$ cat src/rtl/atw_pkg.sv
// ----------------------------------------------------------------------------
// atw_pkg
// Shared types, codes and helpers for the two-level page table walker.
// ----------------------------------------------------------------------------
`default_nettype none

package atw_pkg;

  // register indexes on the configuration port
  localparam int unsigned CFG_IDX_W = 3;
  localparam logic [CFG_IDX_W-1:0] CFG_MMU_ENABLE     = 3'd0;
  localparam logic [CFG_IDX_W-1:0] CFG_SYSTEM_PROTECT = 3'd1;
  localparam logic [CFG_IDX_W-1:0] CFG_ROM_PROTECT    = 3'd2;
  localparam logic [CFG_IDX_W-1:0] CFG_TABLE_BASE     = 3'd3;
  localparam logic [CFG_IDX_W-1:0] CFG_DOMAIN_ACCESS  = 3'd4;
  localparam logic [CFG_IDX_W-1:0] CFG_BIG_ENDIAN     = 3'd5;

  // default queue depths
  localparam int unsigned ITEM_QUEUE_DEPTH   = 2;
  localparam int unsigned RESULT_QUEUE_DEPTH = 2;

  // input command codes
  localparam logic CMD_REQUEST    = 1'b0;
  localparam logic CMD_DESCRIPTOR = 1'b1;

  // result kinds
  localparam logic [1:0] KIND_READ  = 2'd0;
  localparam logic [1:0] KIND_DONE  = 2'd1;
  localparam logic [1:0] KIND_FAULT = 2'd2;

  // granted access levels
  localparam logic [1:0] ACC_NONE = 2'd0;
  localparam logic [1:0] ACC_RO   = 2'd1;
  localparam logic [1:0] ACC_RW   = 2'd2;

  // abort kinds
  localparam logic [1:0] ABT_NONE     = 2'd0;
  localparam logic [1:0] ABT_PREFETCH = 2'd1;
  localparam logic [1:0] ABT_DATA     = 2'd2;

  // domain access values
  localparam logic [1:0] DAV_NONE     = 2'd0;
  localparam logic [1:0] DAV_CLIENT   = 2'd1;
  localparam logic [1:0] DAV_RESERVED = 2'd2;
  localparam logic [1:0] DAV_MANAGER  = 2'd3;

  // descriptor type codes
  localparam logic [1:0] DESC_FAULT  = 2'd0;
  localparam logic [1:0] DESC_COARSE = 2'd1;
  localparam logic [1:0] DESC_SECT   = 2'd2;
  localparam logic [1:0] DESC_FINE   = 2'd3;
  localparam logic [1:0] DESC_LARGE  = 2'd1;
  localparam logic [1:0] DESC_SMALL  = 2'd2;
  localparam logic [1:0] DESC_TINY   = 2'd3;

  // fault codes
  localparam logic [3:0] FLT_SECT_TRANS = 4'd5;
  localparam logic [3:0] FLT_PAGE_TRANS = 4'd7;
  localparam logic [3:0] FLT_SECT_DOM   = 4'd9;
  localparam logic [3:0] FLT_PAGE_DOM   = 4'd11;
  localparam logic [3:0] FLT_SECT_PERM  = 4'd13;
  localparam logic [3:0] FLT_PAGE_PERM  = 4'd15;

  // configuration registers
  typedef struct packed {
    logic        mmu_enable;
    logic        system_protect;
    logic        rom_protect;
    logic [31:0] table_base;
    logic [31:0] domain_access;
    logic        big_endian;
  } cfg_t;

  // request flags kept for the walk
  typedef struct packed {
    logic no_exc;
    logic user;
    logic write;
    logic instr;
  } flags_t;

  // classified request between front and back
  typedef struct packed {
    logic        cmd;
    logic [31:0] vaddr;
    flags_t      flags;
    logic [31:0] desc;
  } item_t;

  // one result
  typedef struct packed {
    logic [1:0]  kind;
    logic [31:0] address;
    logic [1:0]  access;
    logic [1:0]  abort;
    logic [7:0]  fault_status;
    logic [31:0] fault_address;
  } result_t;

  // access level from ap bits, domain access value and the S/R bits
  function automatic logic [1:0] level_for(input logic [1:0] ap, input logic [1:0] dav,
                                           input logic user, input logic s_bit,
                                           input logic r_bit);
    logic [1:0] lvl;
    lvl = ACC_NONE;
    if (dav == DAV_NONE || dav == DAV_RESERVED) begin
      lvl = ACC_NONE;
    end else if (dav == DAV_MANAGER) begin
      lvl = ACC_RW;
    end else begin
      unique case (ap)
        2'd0: begin
          if (s_bit && !r_bit) lvl = user ? ACC_NONE : ACC_RO;
          else if (!s_bit && r_bit) lvl = ACC_RO;
          else lvl = ACC_NONE;
        end
        2'd1: lvl = user ? ACC_NONE : ACC_RW;
        2'd2: lvl = user ? ACC_RO : ACC_RW;
        default: lvl = ACC_RW;
      endcase
    end
    return lvl;
  endfunction

endpackage

`default_nettype wire

$ cat src/rtl/atw_fifo.sv
// ----------------------------------------------------------------------------
// atw_fifo
// Small register queue with count, used between the walker stages.
// ----------------------------------------------------------------------------
`default_nettype none

module atw_fifo #(
  parameter int unsigned WIDTH = 8,
  parameter int unsigned DEPTH = 2
) (
  input  wire logic             clk,
  input  wire logic             rst_n,
  input  wire logic             push,
  input  wire logic [WIDTH-1:0] push_data,
  output logic                  full,
  input  wire logic             pop,
  output logic [WIDTH-1:0]      pop_data,
  output logic                  empty
);

  localparam int unsigned PTR_W = (DEPTH > 1) ? $clog2(DEPTH) : 1;
  localparam int unsigned CNT_W = $clog2(DEPTH + 1);

  logic [WIDTH-1:0] mem_r [DEPTH];
  logic [PTR_W-1:0] wr_ptr_r, rd_ptr_r;
  logic [CNT_W-1:0] count_r;
  logic             do_push, do_pop;

  assign full     = (count_r == CNT_W'(DEPTH));
  assign empty    = (count_r == '0);
  assign do_push  = push && !full;
  assign do_pop   = pop && !empty;
  assign pop_data = mem_r[rd_ptr_r];

  // storage
  always_ff @(posedge clk) begin
    if (do_push) mem_r[wr_ptr_r] <= push_data;
  end

  // pointers and fill count
  always_ff @(posedge clk) begin
    if (!rst_n) begin
      wr_ptr_r <= '0;
      rd_ptr_r <= '0;
      count_r  <= '0;
    end else begin
      if (do_push) wr_ptr_r <= (wr_ptr_r == PTR_W'(DEPTH - 1)) ? '0 : wr_ptr_r + 1'b1;
      if (do_pop)  rd_ptr_r <= (rd_ptr_r == PTR_W'(DEPTH - 1)) ? '0 : rd_ptr_r + 1'b1;
      if (do_push && !do_pop) count_r <= count_r + 1'b1;
      else if (do_pop && !do_push) count_r <= count_r - 1'b1;
    end
  end

endmodule

`default_nettype wire

$ cat src/rtl/atw_front.sv
// ----------------------------------------------------------------------------
// atw_front
// Accepts requests, packs flags, assembles descriptor bytes and queues them.
// ----------------------------------------------------------------------------
`default_nettype none

module atw_front #(
  parameter int unsigned DEPTH = 2
) (
  input  wire logic          clk,
  input  wire logic          rst_n,
  input  wire logic          big_endian,
  input  wire logic          in_push,
  output logic               in_full,
  input  wire logic          in_cmd,
  input  wire logic [31:0]   in_vaddr,
  input  wire logic          in_is_instr,
  input  wire logic          in_is_write,
  input  wire logic          in_user_mode,
  input  wire logic          in_user_access,
  input  wire logic          in_silent_fault,
  input  wire logic [31:0]   in_descriptor_bytes,
  output atw_pkg::item_t     item,
  output logic               item_empty,
  input  wire logic          item_pop
);

  import atw_pkg::*;

  item_t                item_in;
  logic [$bits(item_t)-1:0] head;

  // classify the request
  always_comb begin
    item_in.cmd          = in_cmd;
    item_in.vaddr        = in_vaddr;
    item_in.flags.instr  = in_is_instr;
    item_in.flags.write  = in_is_write;
    item_in.flags.user   = in_user_mode | in_user_access;
    item_in.flags.no_exc = in_silent_fault;
    if (big_endian) begin
      item_in.desc = {in_descriptor_bytes[7:0], in_descriptor_bytes[15:8],
                      in_descriptor_bytes[23:16], in_descriptor_bytes[31:24]};
    end else begin
      item_in.desc = in_descriptor_bytes;
    end
  end

  // queue toward the walker
  atw_fifo #(
    .WIDTH ($bits(item_t)),
    .DEPTH (DEPTH)
  ) u_item_q (
    .clk       (clk),
    .rst_n     (rst_n),
    .push      (in_push),
    .push_data (item_in),
    .full      (in_full),
    .pop       (item_pop),
    .pop_data  (head),
    .empty     (item_empty)
  );

  assign item = item_t'(head);

endmodule

`default_nettype wire

$ cat src/rtl/atw_back.sv
// ----------------------------------------------------------------------------
// atw_back
// Walk FSM: handles one request per cycle if results have room; forms results.
// ----------------------------------------------------------------------------
`default_nettype none

module atw_back (
  input  wire logic             clk,
  input  wire logic             rst_n,
  input  wire atw_pkg::cfg_t    cfg,
  input  wire atw_pkg::item_t   item,
  input  wire logic             item_empty,
  output logic                  item_pop,
  input  wire logic             res_full,
  output logic                  res_push,
  output atw_pkg::result_t      res
);

  import atw_pkg::*;

  localparam logic [1:0] STAGE_IDLE = 2'd0;
  localparam logic [1:0] STAGE_L1   = 2'd1;
  localparam logic [1:0] STAGE_L2   = 2'd2;

  logic [1:0]  stage_r, stage_nxt;
  logic [31:0] pend_va_r, pend_va_nxt;
  flags_t      pend_flags_r, pend_flags_nxt;
  logic [3:0]  sect_dom_r, sect_dom_nxt;
  logic [1:0]  sect_dav_r, sect_dav_nxt;
  logic [31:0] fault_addr_r, fault_addr_nxt;
  logic [7:0]  fault_status_r, fault_status_nxt;

  logic        has_res;
  logic        do_finish, do_fault;
  logic [31:0] paddr, d, va;
  logic [1:0]  ap, lvl;
  logic [3:0]  f_dom, f_code, perm_code, dom_code;
  logic [7:0]  sub_ap;
  logic [1:0]  sub_sel;

  assign item_pop = !item_empty && !res_full;
  assign res_push = item_pop && has_res;

  // walk step
  always_comb begin
    stage_nxt        = stage_r;
    pend_va_nxt      = pend_va_r;
    pend_flags_nxt   = pend_flags_r;
    sect_dom_nxt     = sect_dom_r;
    sect_dav_nxt     = sect_dav_r;
    fault_addr_nxt   = fault_addr_r;
    fault_status_nxt = fault_status_r;
    has_res          = 1'b0;
    do_finish        = 1'b0;
    do_fault         = 1'b0;
    paddr            = '0;
    ap               = 2'd0;
    f_dom            = 4'd0;
    f_code           = 4'd0;
    perm_code        = FLT_PAGE_PERM;
    dom_code         = FLT_PAGE_DOM;
    lvl              = ACC_NONE;
    d                = item.desc;
    va               = pend_va_r;
    sub_ap           = d[11:4];
    sub_sel          = 2'd0;
    res.kind         = KIND_READ;
    res.address      = '0;
    res.access       = ACC_NONE;
    res.abort        = ABT_NONE;

    if (item.cmd == CMD_REQUEST) begin
      has_res = 1'b1;
      if (!cfg.mmu_enable) begin
        stage_nxt   = STAGE_IDLE;
        res.kind    = KIND_DONE;
        res.address = item.vaddr;
        res.access  = ACC_RW;
      end else begin
        pend_va_nxt    = item.vaddr;
        pend_flags_nxt = item.flags;
        stage_nxt      = STAGE_L1;
        res.address    = cfg.table_base + {18'd0, item.vaddr[31:20], 2'b00};
      end
    end else if (stage_r == STAGE_L1) begin
      // first-level descriptor
      has_res      = 1'b1;
      sect_dom_nxt = d[8:5];
      sect_dav_nxt = cfg.domain_access[{d[8:5], 1'b0} +: 2];
      unique case (d[1:0])
        DESC_COARSE: begin
          stage_nxt   = STAGE_L2;
          res.address = {d[31:10], 10'd0} + {22'd0, va[19:12], 2'b00};
        end
        DESC_SECT: begin
          do_finish = 1'b1;
          paddr     = {d[31:20], va[19:0]};
          ap        = d[11:10];
          dom_code  = FLT_SECT_DOM;
          perm_code = FLT_SECT_PERM;
        end
        default: begin
          do_fault = 1'b1;
          f_dom    = 4'd0;
          f_code   = FLT_SECT_TRANS;
        end
      endcase
    end else if (stage_r == STAGE_L2) begin
      // second-level descriptor
      has_res = 1'b1;
      unique case (d[1:0])
        DESC_LARGE: begin
          do_finish = 1'b1;
          sub_sel   = va[15:14];
          paddr     = {d[31:16], va[15:0]};
          ap        = sub_ap[{sub_sel, 1'b0} +: 2];
        end
        DESC_SMALL: begin
          do_finish = 1'b1;
          sub_sel   = va[11:10];
          paddr     = {d[31:12], va[11:0]};
          ap        = sub_ap[{sub_sel, 1'b0} +: 2];
        end
        DESC_TINY: begin
          do_finish = 1'b1;
          paddr     = {d[31:10], va[9:0]};
          ap        = d[5:4];
        end
        default: begin
          do_fault = 1'b1;
          f_dom    = sect_dom_r;
          f_code   = FLT_PAGE_TRANS;
        end
      endcase
    end else begin
      // descriptor while idle is dropped
      stage_nxt = STAGE_IDLE;
    end

    // domain and permission check
    if (do_finish) begin
      f_dom = sect_dom_nxt;
      if (sect_dav_nxt == DAV_NONE) begin
        do_fault = 1'b1;
        f_code   = dom_code;
      end else begin
        lvl = level_for(ap, sect_dav_nxt, pend_flags_r.user, cfg.system_protect,
                        cfg.rom_protect);
        if (lvl > {1'b0, pend_flags_r.write}) begin
          stage_nxt   = STAGE_IDLE;
          res.kind    = KIND_DONE;
          res.address = paddr;
          res.access  = lvl;
        end else begin
          do_fault = 1'b1;
          f_code   = perm_code;
        end
      end
    end

    // fault reporting
    if (do_fault) begin
      stage_nxt   = STAGE_IDLE;
      res.kind    = KIND_FAULT;
      res.address = '0;
      res.access  = ACC_NONE;
      if (!pend_flags_r.no_exc) begin
        if (pend_flags_r.instr) begin
          res.abort = ABT_PREFETCH;
        end else begin
          res.abort        = ABT_DATA;
          fault_addr_nxt   = pend_va_r;
          fault_status_nxt = {f_dom, f_code};
        end
      end
    end

    res.fault_status  = fault_status_nxt;
    res.fault_address = fault_addr_nxt;
  end

  // walk state
  always_ff @(posedge clk) begin
    if (!rst_n) begin
      stage_r        <= STAGE_IDLE;
      pend_va_r      <= '0;
      pend_flags_r   <= '0;
      sect_dom_r     <= '0;
      sect_dav_r     <= '0;
      fault_addr_r   <= '0;
      fault_status_r <= '0;
    end else if (item_pop) begin
      stage_r        <= stage_nxt;
      pend_va_r      <= pend_va_nxt;
      pend_flags_r   <= pend_flags_nxt;
      sect_dom_r     <= sect_dom_nxt;
      sect_dav_r     <= sect_dav_nxt;
      fault_addr_r   <= fault_addr_nxt;
      fault_status_r <= fault_status_nxt;
    end
  end

endmodule

`default_nettype wire

$ cat src/rtl/arm_two_level_page_walker.sv
// ----------------------------------------------------------------------------
// arm_two_level_page_walker
// Two-level ARM page table walker with queue-style request and result ports.
// ----------------------------------------------------------------------------
// Each push is a new translation request (cmd 0) or a returned descriptor word
// (cmd 1), and yields at most one result: a descriptor read address, a finished
// translation with its access level, or a fault. The block takes one request
// per clock cycle while the result queue has room; a request passes the request
// queue register and the combinational walk step into the result queue
// register, whose head drives the out_ ports until it is popped. When results
// are not popped the result queue fills, the walk step stalls and the request
// queue then fills and raises full.
// Configuration writes are always ready and must only be made while no
// request is in flight.
`default_nettype none

module arm_two_level_page_walker #(
  parameter int unsigned ITEM_DEPTH   = atw_pkg::ITEM_QUEUE_DEPTH,
  parameter int unsigned RESULT_DEPTH = atw_pkg::RESULT_QUEUE_DEPTH
) (
  input  wire logic                            clk,
  input  wire logic                            rst_n,
  input  wire logic                            cfg_valid,
  output logic                                 cfg_ready,
  input  wire logic [atw_pkg::CFG_IDX_W-1:0]   cfg_index,
  input  wire logic [31:0]                     cfg_data,
  input  wire logic                            push,
  output logic                                 full,
  input  wire logic                            in_cmd,
  input  wire logic [31:0]                     in_vaddr,
  input  wire logic                            in_is_instr,
  input  wire logic                            in_is_write,
  input  wire logic                            in_user_mode,
  input  wire logic                            in_user_access,
  input  wire logic                            in_silent_fault,
  input  wire logic [31:0]                     in_descriptor_bytes,
  output logic                                 empty,
  input  wire logic                            pop,
  output logic [1:0]                           out_kind,
  output logic [31:0]                          out_address,
  output logic [1:0]                           out_access,
  output logic [1:0]                           out_abort,
  output logic [7:0]                           out_fault_status,
  output logic [31:0]                          out_fault_address
);

  import atw_pkg::*;

  cfg_t                       cfg_r;
  item_t                      item;
  logic                       item_empty, item_pop;
  logic                       res_full, res_push;
  result_t                    res, res_head;
  logic [$bits(result_t)-1:0] res_bits;

  assign cfg_ready = 1'b1;

  // configuration registers
  always_ff @(posedge clk) begin
    if (!rst_n) begin
      cfg_r <= '0;
    end else if (cfg_valid && cfg_ready) begin
      unique case (cfg_index)
        CFG_MMU_ENABLE:     cfg_r.mmu_enable     <= cfg_data[0];
        CFG_SYSTEM_PROTECT: cfg_r.system_protect <= cfg_data[0];
        CFG_ROM_PROTECT:    cfg_r.rom_protect    <= cfg_data[0];
        CFG_TABLE_BASE:     cfg_r.table_base     <= cfg_data;
        CFG_DOMAIN_ACCESS:  cfg_r.domain_access  <= cfg_data;
        CFG_BIG_ENDIAN:     cfg_r.big_endian     <= cfg_data[0];
        default: ;
      endcase
    end
  end

  // request intake
  atw_front #(
    .DEPTH (ITEM_DEPTH)
  ) u_front (
    .clk                 (clk),
    .rst_n               (rst_n),
    .big_endian          (cfg_r.big_endian),
    .in_push             (push),
    .in_full             (full),
    .in_cmd              (in_cmd),
    .in_vaddr            (in_vaddr),
    .in_is_instr         (in_is_instr),
    .in_is_write         (in_is_write),
    .in_user_mode        (in_user_mode),
    .in_user_access      (in_user_access),
    .in_silent_fault     (in_silent_fault),
    .in_descriptor_bytes (in_descriptor_bytes),
    .item                (item),
    .item_empty          (item_empty),
    .item_pop            (item_pop)
  );

  // walk step
  atw_back u_back (
    .clk        (clk),
    .rst_n      (rst_n),
    .cfg        (cfg_r),
    .item       (item),
    .item_empty (item_empty),
    .item_pop   (item_pop),
    .res_full   (res_full),
    .res_push   (res_push),
    .res        (res)
  );

  // result queue
  atw_fifo #(
    .WIDTH ($bits(result_t)),
    .DEPTH (RESULT_DEPTH)
  ) u_result_q (
    .clk       (clk),
    .rst_n     (rst_n),
    .push      (res_push),
    .push_data (res),
    .full      (res_full),
    .pop       (pop),
    .pop_data  (res_bits),
    .empty     (empty)
  );

  assign res_head          = result_t'(res_bits);
  assign out_kind          = res_head.kind;
  assign out_address       = res_head.address;
  assign out_access        = res_head.access;
  assign out_abort         = res_head.abort;
  assign out_fault_status  = res_head.fault_status;
  assign out_fault_address = res_head.fault_address;

endmodule

`default_nettype wire
$ cat config.mk
export PLATFORM = sky130hd
export DESIGN_NAME = arm_two_level_page_walker
export DESIGN_NICKNAME = d
export VERILOG_FILES = /design/src/rtl/atw_pkg.sv /design/src/rtl/atw_fifo.sv /design/src/rtl/atw_front.sv /design/src/rtl/atw_back.sv /design/src/rtl/arm_two_level_page_walker.sv
export SDC_FILE = /design/constraint.sdc
export NUM_CORES = 1
export LEC_CHECK = 0
export BUFFER_PORTS_ARGS = -buffer_cell sky130_fd_sc_hd__buf_2
export CORE_MARGIN = 3
export CORE_UTILIZATION = 40
export CTS_CLUSTER_DIAMETER = 30
export DETAILED_ROUTE_END_ITERATION = 6
export REMOVE_ABC_BUFFERS = 1
export SETUP_SLACK_MARGIN = 0.02
export SLEW_MARGIN = 10
export SYNTH_ARGS = -nofsm -noshare
export SYNTH_HDL_FRONTEND = slang
export SYNTH_SLANG_ARGS = --single-unit
$ cat constraint.sdc
create_clock -name clk -period 6.8 [get_ports clk]
set_input_delay 0.34 -clock clk [delete_from_list [all_inputs] [get_ports clk]]
set_output_delay 0.34 -clock clk [all_outputs]
set_load 0.1 [all_outputs]
==> results of run 1 <==
==> path summary, 6_finish.rpt <==
| kind | cells past startpoint | to | start |
|---|---|---|---|
| max | 15 | u_result_q.mem_r[1][73] | register |
| min | 3 | cfg_r[10] | cfg_data[9] |
| max reg2reg | 15 | u_result_q.mem_r[1][73] | register |
| min reg2reg | 1 | u_back.fault_status_r[0] | u_back.fault_status_r[0] |
==> per-layer routing <==
layer	vias to the layer above	routed length (um)	track usage [%]	share of wire, %
li1	6627	-	-	-
met3	89	3804	4.326	6.5
met2	541	27560	34.86	47
met5	-	0	0	0
met4	0	1586	7.922	2.7
met1	7071	25350	28.83	43
==> stage by stage <==
step | power (W) | utilization [%] | setup TNS (ns)
detailed placement | 0.007727 | 44.19 | 0
CTS | 0.01245 | 52.10 | 0
global placement | 0.007694 | 44.19 | 0
floorplan | 0.006775 | - | -119.47
global route | 0.01279 | 52.11 | 0
finish | 0.01235 | 52.11 | 0
==> worst max-delay path, stage by stage (launching register included) <==
cell     delay, ns
dfxtp_4       0.56
mux2i_1       0.42
ha_1          0.43
mux2i_1       0.45
mux2_2        0.23
nor2_1        0.03
o32ai_1       0.47
nand2_1       0.09
o21ai_0       0.09
nand4_1       0.14
ha_1          0.33
or2_2         0.32
o21ai_0       0.29
nand3_2       0.41
mux2i_1       0.71
o32ai_1       0.23
==> cells by family (layout without fill, tap and decap cells) <==
| kind of cell | Yosys count | count (layout) | synth area share [%] |
|---|---|---|---|
| AND/OR/NAND/NOR | 467 | 467 | 11.00 |
| flip-flops | 452 | 452 | 58.94 |
| multiplexers | 283 | 283 | 15.31 |
| AO/OA/AOI/OAI | 274 | 274 | 9.595 |
| buffers and inverters | 115 | 471 | 2.431 |
| XOR/XNOR | 29 | 29 | 1.253 |
| adder cells (fa/ha/maj) | 23 | 23 | 1.456 |
| other | 1 | 1 | 0.01849 |
==> final cells by class <==
cell class,count,area [um^2]
inverters,17,63.81
clock inverters,57,663.1
flip-flops and latches,452,11960
repair buffers,271,1730
fillers,4310,23680
multi-input cells,1077,7875
well taps,664,830.8
clock buffers,126,2650
==> what timing repair did <==
item / CTS / global route
buffers inserted: 0 / 0
hold endpoints to repair: 110 / 0
hold buffers: 60 / 0
==> power groups by stage <==
stage	Combinational, W	Sequential, W	Clock (W)
6_report	0.00408	0.00361	0.00466
5_1_grt	0.00426	0.00365	0.00489
4_1_cts	0.00411	0.00361	0.00473
3_5_place_dp	0.00407	0.00366	0
3_3_place_gp	0.00405	0.00364	0
2_1_floorplan	0.00308	0.00369	0
==> registers in the layout, indices dropped and copies added (netlist names), 2 cells and up, named ones only <==
name                      count
u_front.u_item_q.mem_r      134
u_back.fault_status_r         8
u_front.u_item_q.count_r      2
u_back.pend_va_r             32
u_back.stage_r                2
u_back.fault_addr_r          32
u_back.sect_dav_r             2
u_result_q.count_r            2
u_result_q.mem_r            156
u_back.sect_dom_r             4
cfg_r                        68
u_back.pend_flags_r           4
==> layout by cell type (no fill, tap or decap), types with 14 or more instances in the layout <==
cell type	instances
a211oi_1	22
a21boi_0	67
a21oi_1	48
and2_1	14
buf_2	188
buf_4	21
clkbuf_1	21
clkbuf_16	100
dfxtp_1	159
dlygate4sd3_1	60
edfxtp_1	290
ha_1	22
inv_1	17
mux2_2	172
mux2i_1	104
nand2_1	203
nand3_1	21
nor2_1	82
nor2b_1	59
nor3_1	17
nor3b_1	17
o211a_1	26
o21ai_0	40
xnor2_1	17
==> cell usage after synthesis (8+ instances only) <==
library cell  number  area, um^2
edfxtp_1         290        8708
nand2_1          204       765.7
mux2_2           172        1937
dfxtp_1          162        3243
mux2i_1          105        1051
nor2_1            84       315.3
a21boi_0          67       503.0
clkbuf_1          66       247.7
nor2b_1           60       375.4
a21oi_1           48       240.2
o21ai_0           40       200.2
o211a_1           26       260.3
a211oi_1          22       165.2
ha_1              22       275.3
nand3_1           22       110.1
inv_1             17       63.81
nor3_1            17       85.08
nor3b_1           17       127.6
xnor2_1           17       148.9
and2_1            15       93.84
buf_1             14       52.55
xor2_1            12       105.1
buf_2             10       50.05
and3_1             9       56.30
nand4_1            8       50.05
o2111ai_1          8       70.07
==> metrics.md, run 1 <==
| Metric | Value |
|---|---|
| I/O Buffers | `189` |
| Max FO, Critical Path | `22` |
| Cell Count Post-Placement | `2421` |
| Final Net Count | `2049` |
| Non-Filler Instances | `2664` |
| First-pass GRT wire length | `87260 um` |
| Power Density | `479.1 nW/um^2` |
| Sw Ratio | `38.69%` |
| # H-tree levels | `3` |
| Initial detailed-routing violation count | `1219` |
| FF-to-FF setup slack | `1.28 ns` |
| Chip width | `231.2 um` |
| Remaining DRCs | `0` |
| DR vias | `14330` |
| Worst clock skew | `0.01796 ns` |
| Fin. Hold Viols | `0` |
| Seq pwr share | `29.2%` |
| DR vias/cell | `5.378` |
| Area Overhead vs Synth | `27.11%` |
| #FFs+latches synth | `452` |
| FFs w/ async S/R, synth | `0%` |
| Vias in the first global route | `14180` |
| Final setup margin | `1.283 ns` |
| Share of layout cells above drive strength 1 | `28.30%` |
| CTS Root Cell | `clkbuf_16` |
| Dpl cell area | `21850 um^2` |
| CP startpoint kind | `register` |
| Clock Latency Late Sink | `0.62 ns` |
| Die H | `231.2 um` |
| Remaining Overflow, GRT | `0` |
| Clk buf depth | `3` |
| Final ANT Viol Nets | `0` |
| Top FF cell, synth | `edfxtp_1` |
| Post-cts resize count | `0` |
| Clock power share | `37.8%` |
| Comb power frac | `33.0%` |
| Crit path capture type | `register` |
| Max Clk Rate | `181.2 MHz` |
| Row count | `81` |
| Final period util | `81.14%` |
| Max_slew headroom | `24.88%` |
| CTS sink cnt | `452` |
| Initial antenna violation count | `0` |
| Worst-path clk slew | `0.05 ns` |
| Setup Viol. Count Final | `0` |
| Initial Util | `41.00%` |
| Routed WL | `58300 um` |
| CTS Buf Count | `97` |
| Post-synthesis cell count | `1644` |
| Crit path time final | `5.517 ns` |
| LEAKAGE | `9.601 nW` |
| Register area share after synthesis | `58.94%` |
| Die Area | `53430 um^2` |
| Required @ worst endpoint | `7.12 ns` |
| Hold WS | `0.03015 ns` |
| Ys Warns | `0` |
| Fin area | `25770 um^2` |
| Switching power | `0.004777 W` |
| Crit path kind | `reg2reg` |
| Worst slack, placed | `1.377 ns` |
| P_int | `0.007570 W` |
| Synth Cell Area | `20280 um^2` |
| CTS tree | `yes` |
| Mapped Avg Cell Area | `12.33 um^2` |
| MaxCap Viol Count | `0` |
| Post-synth EDFFs | `290` |
| I/O pin count | `191` |
| Status | `finished, final reports clean` |
| DP HPWL | `38980 um` |
| Diodes inserted | `0` |
| Measured slew at the worst slew-check pin | `1.127 ns` |
| Max-slew violations | `0` |
| Critical path arrival | `5.84 ns` |
| Largest net degree at the start of global routing | `90` |
| RSZ-0062 raised after global routing | `false` |
| Placer congestion estimate | `0.8799` |
| WL per Instance | `21.88 um` |
| Core area | `49460 um^2` |
| Length of the first detailed-routing pass in iterations | `5` |
| Min-Delay Path Class | `in2reg` |
| Peak supply drop | `0.2607 mV` |
| Distinct cell type count after synthesis | `69` |
| GRT Total Usage | `21.55%` |
No activity file was read; power rests on OpenSTA's default activity.
==> run 2: changes to the inputs <==
==> constraint.sdc (replaced) <==
create_clock -name clk -period 4.65 [get_ports clk]
set_input_delay 0.2325 -clock clk [delete_from_list [all_inputs] [get_ports clk]]
set_output_delay 0.2325 -clock clk [all_outputs]
set_load 0.1 [all_outputs]
==> run 2 against run 1 <==
  * Clock power increased by 53%
  * Sequential share of layout area decreased by 1.6 points
  * Critical path depth increased by 2
  * Die area unchanged
  * First-iteration DRC count decreased by 15%
  * Wire length increased by 1.3%
==> metrics.md, run 2 (synthesized netlist as in run 1, its figures left out) <==
| Metric | Value |
|---|---|
| Core area | `49460 um^2 (unchanged)` |
| Routed WL | `59080 um (+1.3%)` |
| Critical path arrival | `4.73 ns (-1.11 ns)` |
| Worst-path clk slew | `0.04 ns (about the same)` |
| Remaining DRCs | `0 (unchanged)` |
| WL per Instance | `21.54 um (-1.6%)` |
| Peak supply drop | `0.3232 mV (+24%)` |
| Largest regs | `u_result_q.mem_r (156), u_front.u_item_q.mem_r (134), cfg_r (68)` |
| HP Start | `cfg_index[0]` |
| Status | `finished, final reports clean` |
| CTS Root Cell | `clkbuf_16` |
| Largest register FFs | `156 (unchanged)` |
| Measured slew at the worst slew-check pin | `1.233 ns (+0.1059 ns)` |
| # H-tree levels | `3 (unchanged)` |
| Max_slew headroom | `17.51% (-7.4 points)` |
| Top reg by flops | `u_result_q.mem_r` |
| Crit path capture type | `register` |
| Initial detailed-routing violation count | `1039 (-15%)` |
| Vias in the first global route | `14740 (+3.9%)` |
| Die H | `231.2 um (unchanged)` |
| Crit path time final | `4.307 ns (-1.211 ns)` |
| Final period util | `92.61% (+11 points)` |
| DR vias | `14500 (+1.2%)` |
| Leading cell type in the layout, fill and taps excluded | `edfxtp_1` |
| Fin area | `26680 um^2 (+3.5%)` |
| LEAKAGE | `10.03 nW (+4.4%)` |
| Placer congestion estimate | `0.8838 (+0.44%)` |
| Clock Latency Late Sink | `0.62 ns (about the same)` |
| Chip width | `231.2 um (unchanged)` |
| Most frequent cells in the layout | `edfxtp_1, nand2_1, buf_2, mux2_2, dfxtp_1` |
| Initial antenna violation count | `0 (unchanged)` |
| Die Area | `53430 um^2 (unchanged)` |
| Required @ worst endpoint | `5.07 ns (-2.05 ns)` |
| DP HPWL | `38490 um (-1.3%)` |
| Area Overhead vs Synth | `31.60%` |
| Max FO, Critical Path | `22 (unchanged)` |
| Share of layout cells above drive strength 1 | `29.05% (+0.75 points)` |
| Row count | `81 (unchanged)` |
| Length of the first detailed-routing pass in iterations | `5 (unchanged)` |
| Setup Viol. Count Final | `0 (unchanged)` |
| Number of fill cells | `4209 (-2.3%)` |
| Max-slew violations | `0 (unchanged)` |
| Final ANT Viol Nets | `0 (unchanged)` |
| Tot Pwr | `0.01847 W (+50%)` |
| Power Density | `692.2 nW/um^2 (+44%)` |
| Remaining Overflow, GRT | `0 (unchanged)` |
| Dpl cell area | `22030 um^2 (+0.82%)` |
| Largest net degree at the start of global routing | `100 (+11%)` |
| I/O pin count | `191 (unchanged)` |
| RSZ-0062 raised after global routing | `false` |
| First-pass GRT wire length | `88040 um (+0.89%)` |
| Diodes inserted | `0 (unchanged)` |
| Min-Delay Path Class | `in2reg` |
| Initial Util | `41.00% (unchanged)` |
| GRT Total Usage | `21.86% (+0.31 points)` |
| CTS sink cnt | `452 (unchanged)` |
| Fin. Hold Viols | `0 (unchanged)` |
| CP startpoint kind | `register` |
| DR vias/cell | `5.286 (-1.7%)` |
| I/O Buffers | `189 (unchanged)` |
| Final Net Count | `2127 (+3.8%)` |
| Setup bufs post-CTS | `0 (unchanged)` |
| Clk buf depth | `3 (unchanged)` |
| CTS Buf Count | `98 (+1.0%)` |
| Worst clock skew | `0.02074 ns (+0.002775 ns)` |
| Max Clk Rate | `232.2 MHz (+28%)` |
| CTS tree | `yes` |
| Crit path kind | `reg2reg` |
| MaxCap Viol Count | `0 (unchanged)` |
run 2: cell types whose count changed in the layout (fill, tap and decap cells not counted), sizes merged:
cell,delta
dlygate4sd3,+56
clkinvlp,+2
inv,-6
buf,+21
bufinv,+5
clkinv,+13
clkbuf,-12
run 2: critical path, stage by stage (launching register included):
cell	delay (ns)
dfxtp_4	0.37
mux2i_1	0.23
inv_1	0.09
ha_1	0.26
mux2i_2	0.31
mux2_2	0.37
nor2_1	0.11
o32ai_2	0.11
o21ai_0	0.18
nand4_1	0.15
ha_1	0.32
nor2_1	0.23
nor2_1	0.09
a21oi_1	0.22
nand3_2	0.11
buf_4	0.25
or2_2	0.43
o21ai_0	0.28
run 2: worst paths after layout:
| check | cells past startpoint | to | slack (ns) |
|---|---|---|---|
| hold / removal | 4 | cfg_r[65] | 0.06 |
| setup reg to reg | 17 | u_result_q.mem_r[0][60] | 0.34 |
| setup / recovery | 17 | u_result_q.mem_r[0][60] | 0.34 |
| hold reg to reg | 1 | u_back.fault_status_r[0] | 0.46 |
run 2: final cells by class:
class	instances	area (um^2)	share of cell area (%)
clock buffers	114	2615	9.800
clock inverters	71	852.1	3.193
inverters	17	63.81	0.2391
multi-input cells	1077	7893	29.58
flip-flops and latches	452	11960	44.82
well taps	664	830.8	3.113
repair buffers	348	2470	9.256
run 2: power breakdown:
part | leakage [nW] | total [W] | switching (W) | internal [W]
clock | 1.68 | 0.00712 | 0.00222 | 0.00490
combinational | 4.33 | 0.00606 | 0.00458 | 0.00147
sequential | 4.02 | 0.00529 | 0.000239 | 0.00505
run 2: routing by layer:
layer	vias up	share of wire, %	track usage [%]
met5	-	0	0
met4	0	3.3	9.200
met3	104	6.7	5.224
met2	492	47	35.57
met1	7106	43	28.03
li1	6797	-	-
run 2: what timing repair did:
item,in CTS,in global routing
hold buffers,116,0
hold endpoints to repair,198,0
setup endpoints to repair,0,157
resized for setup,0,5
run 2: metrics by stage:
step	instances	setup TNS [ns]	utilization, %	hold slack [ns]	worst slack (ns)
5_1_grt	2743	0	53.95	0.07695	0.02122
6_report	2743	0	53.95	0.05532	0.3435
3_3_place_gp	2442	0	44.55	0.4231	0.09404
3_5_place_dp	2442	0	44.55	0.4246	0.05452
4_1_cts	2743	0	53.91	0.02065	0.03674
2_1_floorplan	1546	-828.57	-	0.3314	-2.877
==> run 3: changes to the inputs <==
--- a/config.mk
+++ b/config.mk
@@ -8,6 +8,7 @@
 export BUFFER_PORTS_ARGS = -buffer_cell sky130_fd_sc_hd__buf_2
 export CORE_MARGIN = 3
 export CORE_UTILIZATION = 40
+export CTS_BUF_LIST = sky130_fd_sc_hd__clkbuf_8 sky130_fd_sc_hd__clkbuf_16
 export CTS_CLUSTER_DIAMETER = 30
 export DETAILED_ROUTE_END_ITERATION = 6
 export REMOVE_ABC_BUFFERS = 1
==> run 3 against run 2 <==
  * Highest routed layer unchanged
  * Clock skew is 0.00079 ns lower
  * Combinational power barely moved
  * Die area unchanged
==> metrics.md, run 3 (synthesized netlist as in run 1, its figures left out) <==
| Metric | Value |
|---|---|
| Final ANT Viol Nets | `0 (unchanged)` |
| Fin. Hold Viols | `0 (unchanged)` |
| Initial antenna violation count | `0 (unchanged)` |
| GRT Total Usage | `21.86% (about the same)` |
| I/O pin count | `191 (unchanged)` |
| Die H | `231.2 um (unchanged)` |
| Crit path top cell by count | `nor2_1` |
| Dpl cell area | `22030 um^2 (unchanged)` |
| R2r endpoint | `u_result_q.mem_r[0][60]` |
| Placer congestion estimate | `0.8838 (unchanged)` |
| Crit path time final | `4.308 ns (+0.001588 ns)` |
| Largest stage delay on the critical path | `0.43 ns (about the same)` |
| CTS Root Cell | `clkbuf_16` |
| Most frequent cells in the layout | `edfxtp_1, nand2_1, buf_2, mux2_2, dfxtp_1` |
| Top reg by flops | `u_result_q.mem_r` |
| Routed WL | `59120 um (about the same)` |
| Setup TNS | `0 ns (unchanged)` |
| DRT met1 WL | `25090 um (-0.40%)` |
| Core area | `49460 um^2 (unchanged)` |
| Peak supply drop | `0.3234 mV (about the same)` |
| Power Density | `691.6 nW/um^2 (about the same)` |
| Largest regs | `u_result_q.mem_r (156), u_front.u_item_q.mem_r (134), cfg_r (68)` |
| CTS tree | `yes` |
| Final period util | `92.65% (about the same)` |
| Highest-delay cell along the critical path | `or2_2` |
| Top Metal Used | `met4` |
| Setup Viol. Count Final | `0 (unchanged)` |
| Worst Hold Path Cells | `4 (unchanged)` |
| Area Overhead vs Synth | `31.60% (unchanged)` |
| DP HPWL | `38490 um (unchanged)` |
| WL met2 | `28010 um (+0.22%)` |
| Vias in the first global route | `14740 (unchanged)` |
| Max_slew headroom | `16.00% (-1.5 points)` |
| Initial Util | `41.00% (unchanged)` |
| Length of the first detailed-routing pass in iterations | `5 (unchanged)` |
| Largest net degree at the start of global routing | `100 (unchanged)` |
| Setup bufs post-CTS | `0 (unchanged)` |
| Measured slew at the worst slew-check pin | `1.255 ns (+0.02256 ns)` |
| Crit path capture type | `register` |
| RSZ-0062 raised after global routing | `false` |
| Fin area | `26680 um^2 (unchanged)` |
| Chip width | `231.2 um (unchanged)` |
| Met3 WL | `4068 um (+2.0%)` |
| LEAKAGE | `10.06 nW (+0.33%)` |
| Max-slew violations | `0 (unchanged)` |
| Sink of the worst hold path | `cfg_r[65]` |
| Row count | `81 (unchanged)` |
| Largest register FFs | `156 (unchanged)` |
| Remaining Overflow, GRT | `0 (unchanged)` |
| Required @ worst endpoint | `5.07 ns (about the same)` |
| Max Clk Rate | `232.1 MHz (about the same)` |
| Worst-path clk slew | `0.04 ns (about the same)` |
| DR vias | `14530 (+0.24%)` |
| Share of layout cells above drive strength 1 | `29.05% (unchanged)` |
| CP startpoint kind | `register` |
| First-pass GRT wire length | `88030 um (about the same)` |
| Die Area | `53430 um^2 (unchanged)` |
| Leading cell type in the layout, fill and taps excluded | `edfxtp_1` |
| WL per Instance | `21.55 um (about the same)` |
| Critical path arrival | `4.73 ns (about the same)` |
| # H-tree levels | `3 (unchanged)` |
| CTS Buf Count | `98 (unchanged)` |
| I/O Buffers | `189 (unchanged)` |
| Min-Delay Path Class | `in2reg` |
| Initial detailed-routing violation count | `1038 (-0.096%)` |
| Worst clock skew | `0.01995 ns (-0.0007914 ns)` |
| Remaining DRCs | `0 (unchanged)` |
| Crit path kind | `reg2reg` |
| HP Start | `cfg_index[0]` |
| FF-to-FF setup slack | `0.34 ns (about the same)` |
| Max FO, Critical Path | `22 (unchanged)` |
| CTS sink cnt | `452 (unchanged)` |
| Diodes inserted | `0 (unchanged)` |
| Final Net Count | `2127 (unchanged)` |
| Worst R2R Path Depth | `17 (unchanged)` |
| DR vias/cell | `5.299 (+0.24%)` |
| MaxCap Viol Count | `0 (unchanged)` |
| Clk buf depth | `3 (unchanged)` |
| Crit-path cells | `mux2i_1 -> inv_1 -> ha_1 -> mux2i_2 -> mux2_2 -> nor2_1 -> o32ai_2 -> o21ai_0 -> nand4_1 -> ha_1 -> nor2_1 -> nor2_1 -> a21oi_1 -> nand3_2 -> buf_4 -> or2_2 -> o21ai_0` |
| Clock Latency Late Sink | `0.62 ns (about the same)` |
| Status | `finished, final reports clean` |
run 3: worst max-delay path: cells and delay by family, from the launching register on:
kind / cells / cell delay, ns
buf+inv: 2 / 0.34
flops: 1 / 0.37
mux: 3 / 0.91
compound gates: 4 / 0.79
simple gates: 6 / 1.13
fa+ha+maj: 2 / 0.58
run 3: area by class of cell:
cell class / count / area (um^2)
flip-flops and latches: 452 / 11960
fillers: 4209 / 22770
well taps: 664 / 830.8
repair buffers: 348 / 2470
clock inverters: 79 / 882.1
clock buffers: 106 / 2585
inverters: 17 / 63.81
multi-input cells: 1077 / 7893
run 3: repair_timing:
item	4_1_cts	5_1_grt
setup endpoints to repair	0	157
gates resized for setup	0	5
hold buffers	116	0
endpoints found under the hold margin	198	0
run 3: power breakdown:
| part | internal [W] | leakage [nW] | switching [W] |
|---|---|---|---|
| sequential | 0.00505 | 4.02 | 0.000239 |
| combinational | 0.00147 | 4.33 | 0.00459 |
| clock | 0.00489 | 1.71 | 0.00222 |
run 3: worst max path at each step:
stage / startpoint / end / slack (ns) / cells after the start
5_1_grt: register / u_result_q.mem_r[0][14] / 0.02 / 16
3_3_place_gp: register / u_result_q.mem_r[0][71] / 0.09 / 16
3_5_place_dp: register / u_result_q.mem_r[0][75] / 0.05 / 16
6_report: register / u_result_q.mem_r[0][60] / 0.34 / 17
2_1_floorplan: register / u_result_q.mem_r[0][0] / -2.88 / 3
4_1_cts: register / u_result_q.mem_r[0][75] / 0.04 / 16
run 3: layer usage:
metal,global-route usage (%),up-vias
li1,-,6794
met4,9.200,0
met2,35.57,524
met3,5.224,104
met5,0,-
met1,28.02,7112
run 3: metrics by stage:
step / hold WS (ns) / worst slack, ns / util, % / instances / power (W)
2_1_floorplan: 0.3314 / -2.877 / - / 1546 / 0.009907
3_3_place_gp: 0.4231 / 0.09404 / 44.55 / 2442 / 0.01130
3_5_place_dp: 0.4246 / 0.05452 / 44.55 / 2442 / 0.01134
4_1_cts: 0.02065 / 0.03674 / 53.91 / 2743 / 0.01858
5_1_grt: 0.07695 / 0.02122 / 53.95 / 2743 / 0.01910
6_report: 0.05438 / 0.3419 / 53.95 / 2743 / 0.01846
